[src/rtl/dtp_pkg.sv]
`default_nettype none

package dtp_pkg;

    localparam int NUM_FIELDS = 6;

    localparam logic [13:0] RUN_MAX       = 14'd9999;
    localparam logic [13:0] FALLBACK_YEAR = 14'd1971;
    localparam logic [13:0] HOUR_MAX      = 14'd23;
    localparam logic [13:0] MINUTE_MAX    = 14'd59;
    localparam logic [13:0] SECOND_MAX    = 14'd59;
    localparam logic [13:0] MONTH_MAX     = 14'd12;
    localparam logic [13:0] FEBRUARY      = 14'd2;

    // 9999 mod 25, residue of a saturated run
    localparam logic [4:0] RUN_MAX_MOD25 = 5'd24;

    typedef logic [13:0] field_t;

    // closed fields of one text, handed from the parser to the checker
    typedef struct packed {
        field_t year;
        field_t month;
        field_t day;
        field_t hour;
        field_t minute;
        field_t second;
        logic   short_seen;
        logic   year_div25;
    } snap_t;

    function automatic logic [4:0] month_len(input logic [3:0] mo, input logic leap);
        logic [4:0] len;
        begin
            case (mo)
                4'd1:    len = 5'd31;
                4'd2:    len = leap ? 5'd29 : 5'd28;
                4'd3:    len = 5'd31;
                4'd4:    len = 5'd30;
                4'd5:    len = 5'd31;
                4'd6:    len = 5'd30;
                4'd7:    len = 5'd31;
                4'd8:    len = 5'd31;
                4'd9:    len = 5'd30;
                4'd10:   len = 5'd31;
                4'd11:   len = 5'd30;
                4'd12:   len = 5'd31;
                default: len = 5'd0;
            endcase
            return len;
        end
    endfunction

endpackage

`default_nettype wire

[src/rtl/datetime_text_parse_validate.sv]
// Date-time text parser with calendar check.
//
// Input channel (in_valid/in_ready): one ASCII character per word, with
// last_char marking the end of a text. Digit runs fill year, month, day,
// hour, minute, second in order; anything else separates runs.
// Output channel (out_valid/out_ready): one word per text, after its last
// character: the parsed fields, or 1971-01-01 00:00:00 with used_default
// set when the check fails.
//
// Throughput: one character per cycle while in_ready is high. Each character
// goes through an input register, a parse step that updates the run
// accumulator, and, for the last character, a snapshot register and the
// check logic into the output register.
// A stalled receiver holds the output word; the snapshot and input stages
// keep filling, and in_ready drops only once a finished text cannot move on.
// Non-final characters keep parsing during an output stall.
// Reset (rst_n, asynchronous) empties the pipeline and clears the parse
// state, so the first character after reset starts a new text.

`default_nettype none

module datetime_text_parse_validate
    import dtp_pkg::*;
(
    input  wire logic        clk,
    input  wire logic        rst_n,
    input  wire logic        in_valid,
    output logic             in_ready,
    input  wire logic [7:0]  char_code,
    input  wire logic        last_char,
    output logic             out_valid,
    input  wire logic        out_ready,
    output logic [13:0]      year_out,
    output logic [3:0]       month_out,
    output logic [4:0]       day_out,
    output logic [4:0]       hour_out,
    output logic [5:0]       minute_out,
    output logic [5:0]       second_out,
    output logic             used_default
);

    logic        s1_valid_reg;
    logic [7:0]  s1_char_reg;
    logic        s1_last_reg;
    logic        snap_valid_reg;
    snap_t       snap_reg;
    logic        out_valid_reg;
    logic [13:0] year_reg;
    logic [3:0]  month_reg;
    logic [4:0]  day_reg;
    logic [4:0]  hour_reg;
    logic [5:0]  minute_reg;
    logic [5:0]  second_reg;
    logic        dflt_reg;

    logic        out_free;
    logic        snap_free;
    logic        s1_move;
    snap_t       snap_next;
    logic [13:0] year_next;
    logic [3:0]  month_next;
    logic [4:0]  day_next;
    logic [4:0]  hour_next;
    logic [5:0]  minute_next;
    logic [5:0]  second_next;
    logic        dflt_next;

    assign out_free  = !out_valid_reg || out_ready;
    assign snap_free = !snap_valid_reg || out_free;
    // only the final character needs room downstream
    assign s1_move   = s1_valid_reg && (!s1_last_reg || snap_free);
    assign in_ready  = !s1_valid_reg || s1_move;

    dtp_parse u_parse (
        .clk       (clk),
        .rst_n     (rst_n),
        .step      (s1_move),
        .char_code (s1_char_reg),
        .last_char (s1_last_reg),
        .snap      (snap_next)
    );

    dtp_check u_check (
        .snap         (snap_reg),
        .year_out     (year_next),
        .month_out    (month_next),
        .day_out      (day_next),
        .hour_out     (hour_next),
        .minute_out   (minute_next),
        .second_out   (second_next),
        .used_default (dflt_next)
    );

    always_ff @(posedge clk or negedge rst_n)
    begin
        if (!rst_n)
        begin
            s1_valid_reg   <= 1'b0;
            snap_valid_reg <= 1'b0;
            out_valid_reg  <= 1'b0;
        end
        else
        begin
            if (in_ready)
            begin
                s1_valid_reg <= in_valid;
            end
            if (snap_free)
            begin
                snap_valid_reg <= s1_move && s1_last_reg;
            end
            if (out_free)
            begin
                out_valid_reg <= snap_valid_reg;
            end
        end
    end

    always_ff @(posedge clk)
    begin
        if (in_valid && in_ready)
        begin
            s1_char_reg <= char_code;
            s1_last_reg <= last_char;
        end
        if (snap_free && s1_move && s1_last_reg)
        begin
            snap_reg <= snap_next;
        end
        if (out_free && snap_valid_reg)
        begin
            year_reg   <= year_next;
            month_reg  <= month_next;
            day_reg    <= day_next;
            hour_reg   <= hour_next;
            minute_reg <= minute_next;
            second_reg <= second_next;
            dflt_reg   <= dflt_next;
        end
    end

    assign out_valid    = out_valid_reg;
    assign year_out     = year_reg;
    assign month_out    = month_reg;
    assign day_out      = day_reg;
    assign hour_out     = hour_reg;
    assign minute_out   = minute_reg;
    assign second_out   = second_reg;
    assign used_default = dflt_reg;

    a_fallback_word: assert property (@(posedge clk) disable iff (!rst_n)
        out_valid && used_default |->
            year_out == FALLBACK_YEAR && month_out == 4'd1 && day_out == 5'd1
            && hour_out == 5'd0 && minute_out == 6'd0 && second_out == 6'd0)
        else $error("fallback word carries parsed fields");

    a_parsed_ranges: assert property (@(posedge clk) disable iff (!rst_n)
        out_valid && !used_default |->
            month_out >= 4'd1 && month_out <= 4'd12 && day_out >= 5'd1
            && hour_out <= 5'd23 && minute_out <= 6'd59 && second_out <= 6'd59)
        else $error("parsed word out of range");

    a_february_len: assert property (@(posedge clk) disable iff (!rst_n)
        out_valid && !used_default && month_out == 4'd2 |-> day_out <= 5'd29)
        else $error("February day beyond 29");

endmodule

`default_nettype wire

[src/rtl/dtp_parse.sv]
`default_nettype none

module dtp_parse
    import dtp_pkg::*;
(
    input  wire logic       clk,
    input  wire logic       rst_n,
    input  wire logic       step,
    input  wire logic [7:0] char_code,
    input  wire logic       last_char,
    output snap_t           snap
);

    logic [13:0] run_value_reg;
    logic [1:0]  run_digits_reg;
    logic [4:0]  run_mod_reg;
    logic [2:0]  field_index_reg;
    field_t      field_reg [NUM_FIELDS];
    logic        short_reg;
    logic        div25_reg;

    logic [13:0] run_value_next;
    logic [1:0]  run_digits_next;
    logic [4:0]  run_mod_next;
    logic [2:0]  field_index_next;
    field_t      field_next [NUM_FIELDS];
    logic        short_next;
    logic        div25_next;

    logic        is_digit;
    logic [3:0]  digit;
    logic [17:0] acc_sum;
    logic        acc_sat;
    logic [13:0] upd_value;
    logic [1:0]  upd_digits;
    logic [7:0]  mod_sum;
    logic [15:0] mod_prod;
    logic [3:0]  mod_q;
    logic [7:0]  mod_q25;
    logic [4:0]  upd_mod;
    logic [13:0] src_value;
    logic [1:0]  src_digits;
    logic [4:0]  src_mod;
    logic        do_close;
    logic        store;

    always_comb
    begin
        is_digit = (char_code >= 8'h30) && (char_code <= 8'h39);
        digit    = is_digit ? char_code[3:0] : 4'd0;

        acc_sum   = 18'(run_value_reg) * 18'd10 + 18'(digit);
        acc_sat   = acc_sum > 18'(RUN_MAX);
        upd_value = acc_sat ? RUN_MAX : acc_sum[13:0];
        upd_digits = (run_digits_reg == 2'd3) ? 2'd3 : run_digits_reg + 2'd1;

        // run value mod 25 kept alongside, for the century leap test
        mod_sum  = 8'(run_mod_reg) * 8'd10 + 8'(digit);
        mod_prod = 16'(mod_sum) * 16'd41;
        mod_q    = mod_prod[13:10];
        mod_q25  = 8'(mod_q) * 8'd25;
        upd_mod  = acc_sat ? RUN_MAX_MOD25 : 5'(mod_sum - mod_q25);

        src_value  = is_digit ? upd_value  : run_value_reg;
        src_digits = is_digit ? upd_digits : run_digits_reg;
        src_mod    = is_digit ? upd_mod    : run_mod_reg;

        do_close = !is_digit || last_char;
        store    = do_close && (src_digits != 2'd0)
                   && (field_index_reg < 3'(NUM_FIELDS));

        for (int i = 0; i < NUM_FIELDS; i++)
        begin
            field_next[i] = (store && (field_index_reg == 3'(i))) ? src_value : field_reg[i];
        end
        short_next = short_reg
                     | (store && (field_index_reg == 3'd1 || field_index_reg == 3'd2)
                        && (src_digits < 2'd2));
        div25_next = (store && (field_index_reg == 3'd0)) ? (src_mod == 5'd0) : div25_reg;
        field_index_next = store ? field_index_reg + 3'd1 : field_index_reg;

        run_value_next  = do_close ? 14'd0 : upd_value;
        run_digits_next = do_close ? 2'd0  : upd_digits;
        run_mod_next    = do_close ? 5'd0  : upd_mod;

        snap.year       = field_next[0];
        snap.month      = field_next[1];
        snap.day        = field_next[2];
        snap.hour       = field_next[3];
        snap.minute     = field_next[4];
        snap.second     = field_next[5];
        snap.short_seen = short_next;
        snap.year_div25 = div25_next;
    end

    always_ff @(posedge clk or negedge rst_n)
    begin
        if (!rst_n)
        begin
            run_value_reg   <= '0;
            run_digits_reg  <= '0;
            run_mod_reg     <= '0;
            field_index_reg <= '0;
            short_reg       <= 1'b0;
            div25_reg       <= 1'b1;
            for (int i = 0; i < NUM_FIELDS; i++)
            begin
                field_reg[i] <= '0;
            end
        end
        else if (step)
        begin
            if (last_char)
            begin
                // text done: start the next one clean
                run_value_reg   <= '0;
                run_digits_reg  <= '0;
                run_mod_reg     <= '0;
                field_index_reg <= '0;
                short_reg       <= 1'b0;
                div25_reg       <= 1'b1;
                for (int i = 0; i < NUM_FIELDS; i++)
                begin
                    field_reg[i] <= '0;
                end
            end
            else
            begin
                run_value_reg   <= run_value_next;
                run_digits_reg  <= run_digits_next;
                run_mod_reg     <= run_mod_next;
                field_index_reg <= field_index_next;
                short_reg       <= short_next;
                div25_reg       <= div25_next;
                for (int i = 0; i < NUM_FIELDS; i++)
                begin
                    field_reg[i] <= field_next[i];
                end
            end
        end
    end

endmodule

`default_nettype wire

[src/rtl/dtp_check.sv]
`default_nettype none

module dtp_check
    import dtp_pkg::*;
(
    input  wire snap_t        snap,
    output logic [13:0]       year_out,
    output logic [3:0]        month_out,
    output logic [4:0]        day_out,
    output logic [4:0]        hour_out,
    output logic [5:0]        minute_out,
    output logic [5:0]        second_out,
    output logic              used_default
);

    logic       leap;
    logic [4:0] len;
    logic       month_ok;
    logic       time_ok;
    logic       day_ok;
    logic       ok;

    always_comb
    begin
        // divisible by 4 but not 100, or by 400 (16 and 25)
        leap = ((snap.year[1:0] == 2'd0) && !snap.year_div25)
               || ((snap.year[3:0] == 4'd0) && snap.year_div25);
        month_ok = (snap.month != 14'd0) && (snap.month <= MONTH_MAX);
        len      = month_len(snap.month[3:0], leap && (snap.month == FEBRUARY));
        time_ok  = (snap.hour <= HOUR_MAX) && (snap.minute <= MINUTE_MAX)
                   && (snap.second <= SECOND_MAX);
        day_ok   = (snap.day != 14'd0) && (snap.day <= 14'(len));
        ok       = month_ok && time_ok && day_ok && !snap.short_seen;

        if (ok)
        begin
            year_out     = snap.year;
            month_out    = snap.month[3:0];
            day_out      = snap.day[4:0];
            hour_out     = snap.hour[4:0];
            minute_out   = snap.minute[5:0];
            second_out   = snap.second[5:0];
            used_default = 1'b0;
        end
        else
        begin
            year_out     = FALLBACK_YEAR;
            month_out    = 4'd1;
            day_out      = 5'd1;
            hour_out     = 5'd0;
            minute_out   = 6'd0;
            second_out   = 6'd0;
            used_default = 1'b1;
        end
    end

endmodule

`default_nettype wire
[config.mk]
export PLATFORM = sky130hd
export DESIGN_NAME = datetime_text_parse_validate
export DESIGN_NICKNAME = d
export VERILOG_FILES = /design/src/rtl/dtp_pkg.sv /design/src/rtl/datetime_text_parse_validate.sv /design/src/rtl/dtp_parse.sv /design/src/rtl/dtp_check.sv
export SDC_FILE = /design/constraint.sdc
export NUM_CORES = 1
export LEC_CHECK = 0
export BUFFER_PORTS_ARGS = -buffer_cell sky130_fd_sc_hd__buf_2
export CORE_MARGIN = 5
export CORE_UTILIZATION = 64
export CTS_CLUSTER_SIZE = 20
export DETAILED_ROUTE_END_ITERATION = 7
export GPL_TIMING_DRIVEN = 0
export PLACE_DENSITY = 0.86
export SLEW_MARGIN = 15
export SYNTH_ARGS = -nofsm -noshare
export SYNTH_HDL_FRONTEND = slang
export SYNTH_HIERARCHICAL = 1
export SYNTH_SLANG_ARGS = --single-unit
[constraint.sdc]
create_clock -name clk -period 21.1 [get_ports clk]
set_input_delay 1.055 -clock clk [delete_from_list [all_inputs] [get_ports clk]]
set_output_delay 1.055 -clock clk [all_outputs]
set_load 0.02 [all_outputs]
==> metrics.cfg <==
[routing]
remaining_drc_errors=0
viasPerCell=6.72
route.vias.total=11100
routed_wl_mm=35.9
firstDrtPassIters=6
ant_nets=0
drt-initial-drc-count=1056
routedWlPerCell_um=21.8

[timing]
relSlewSlack=0.259
rsz0062_at_grt=false
post-route-period-util=0.421
fmax_ghz=0.113
report.final.slew_viol_count=0
hold_viol_final=0
fin_setup_tns_ps=0
fin_crit_ps=8880
hold_slack_ps=483
worst_pin_slew_ps=1100
fin_skew_ps=20.3
setup_viol=0

[worst_setup_path]
worst-setup-path-type=flip-flop to flip-flop
critPathLaunchType=flip-flop
critPathMaxStageDelay_ps=610
rr_worst_depth=34
slowest_stage=or4b_2
ff2ff_setup_slack_ps=12220
crit_path_max_fanout=10
cp_data_required_time_ps=21510
critPathMostFrequentCell=ha_1
rr_endpoint=snap_reg[0]
r2r-start=s1_char_reg[6]
endpoint_kind=flip-flop
cp.arrival_ps=9280

[hold_path]
hold_path_class=primary input to asynchronous set/reset pin

[floorplan]
start_util=0.655
core_sq_mm=0.0212
die_y_um=157
dieWidth_um=157
die-area_sq_mm=0.0247
floorplan.rows=53
io_pins=56

[grt]
grt_pass1_vias=10900
antenna_found_initial=0
grt_pass1_wl_mm=57.0
grt_use_total=0.289
grt-ovfl-total=0
grt_max_degree=61

[clock_network]
cts-root-buf=clkbuf_16
clk_transition_reported_paths_ps=60
clk-insertion-delay-late_ps=540
cts_tree=done
post_cts_resized=0
post_cts_buffers=0
htreeDepth=1
numCtsBuffers=26
clock-sinks=249
hold_buffers=0
cts_buffer_depth=3

[job]
drv_cap=0

[power_and_ir_drop]
leakagePower_nw=6.10
max-vdd-ir-drop_uv=65.9
power.density_mw_per_mm2=81.6

[synth]
synth_seq_area_share=0.499
syn_inst=1264
synth_edf_count=136
synthDistinctLibCells=86
synthFlopType=edfxtp_1
syn-mean-instance-area_sq_um=11.0
ys_ff_latch=249
syn_area_sq_mm=0.0138
async_flop_share=0.454
synth_nets=1358
ys_warn_count=6

[finish]
largest_register_ffs=86
area_growth_pct=11.5
final_nets=1445
final_util=0.730
fillCellCount=1406
layout-drive-gt1-share=0.110
design_area_sq_mm=0.0154
n_antenna_cell=0

[place]
dp_hpwl_mm=25.6
place.gp.congestion=0.897
numPortBuffers=55
place_area_sq_mm=0.0146

[outcome]
run_status=finished, final reports clean

## worst max path at each step
stage / startpoint / endpoint / slack, ps / depth (start not counted)
final: s1_char_reg[6] / snap_reg[0] / 12220 / 34
after global routing: s1_char_reg[6] / snap_reg[0] / 11810 / 34
after CTS: s1_char_reg[6] / snap_reg[0] / 12310 / 34
after detailed placement: s1_char_reg[7] / snap_reg[0] / 12360 / 34
after global placement: s1_char_reg[7] / snap_reg[0] / 12590 / 34
after floorplan: s1_char_reg[2] / snap_reg[0] / 13680 / 35
## where the power goes
| group | switching (mW) | internal [mW] | total, mW |
|---|---|---|---|
| sequential | 0.0375 | 0.587 | 0.624 |
| combinational | 0.105 | 0.0694 | 0.175 |
| clock | 0.186 | 0.275 | 0.461 |
## Yosys cell counts (9+ instances only)
cell type,n,area share
edfxtp_1,136,0.29
nand2_1,113,0.031
dfrtp_1,112,0.20
ha_1,77,0.070
o21ai_1,77,0.028
inv_1,65,0.018
clkbuf_1,62,0.017
o2bb2ai_1,54,0.034
a21boi_0,49,0.027
nor2_1,48,0.013
o221ai_1,39,0.025
nand3b_1,35,0.019
nor4b_1,32,0.020
xnor2_1,22,0.014
a21oi_1,20,0.0072
nor3_1,20,0.0072
o21ai_0,18,0.0065
xor2_1,18,0.011
o31ai_1,16,0.0087
or3_1,16,0.0072
nor4_1,14,0.0063
nand2b_1,13,0.0059
nand3_1,13,0.0047
or4_1,12,0.0065
buf_2,11,0.0040
a21o_1,9,0.0049
a31oi_1,9,0.0041
## placed cells by master (no fill, tap or decap), drive strengths merged, types with 14 or more instances in the layout
master,netlist,final
or3,16,16
nor4,18,18
ha,77,77
xnor2,22,22
o21ai,95,95
buf,28,87
dfrtp,112,112
o221ai,39,39
nor2,48,48
or4,14,14
a21oi,20,20
inv,65,66
a21boi,51,51
o2bb2ai,54,54
o31ai,17,17
nand2,114,114
nor3,21,21
edfxtp,136,136
nand3b,35,35
clkbuf,62,103
xor2,18,18
nor4b,33,33
## routing by layer
metal  share of wire  track usage  vias up
li1                -            -     4985
met1            0.38        0.363     5355
met2            0.49        0.501      592
met3           0.086       0.0456      133
met4           0.050        0.123        0
met5               0            0        -
## metrics by stage
step / worst slack (ps) / power [mW] / std cells
5_1_grt: 11810 / 1.31 / 1646
3_3_place_gp: 12590 / 0.785 / 1594
3_5_place_dp: 12360 / 0.800 / 1598
4_1_cts: 12310 / 1.26 / 1646
2_1_floorplan: 13680 / 0.741 / 1264
6_report: 12220 / 1.26 / 1646
## final cells by class
class                      count  area, sq um  area share
tap                          275          344      0.0223
sequential                   249         6910       0.448
inverter                      66          248      0.0160
clock buffer                  41          768      0.0498
multi-input combinational    859         6290       0.407
buffer                        90          408      0.0264
timing repair buffer          59          369      0.0239
clock inverter                 7         97.6     0.00632
## worst max-delay path: cells and delay by family, from the launching register on
kind | cells | cell delay (ps)
buffers and inverters | 4 | 780
adders and majority gates | 7 | 2110
and+or+nand+nor | 7 | 2040
AOI/OAI and AO/OA | 9 | 2070
DFF | 1 | 380
xor gates and xnor gates | 6 | 1140
muxes | 1 | 250
## cell families after synthesis
family,count (synthesis),synth area share
buffers and inverters,156,0.0473
AOI/OAI and AO/OA,371,0.200
DFF,249,0.499
adders and majority gates,81,0.0754
and+or+nand+nor,362,0.149
xor gates and xnor gates,40,0.0253
muxes,5,0.00379
Power figures use the tool's default switching activity.
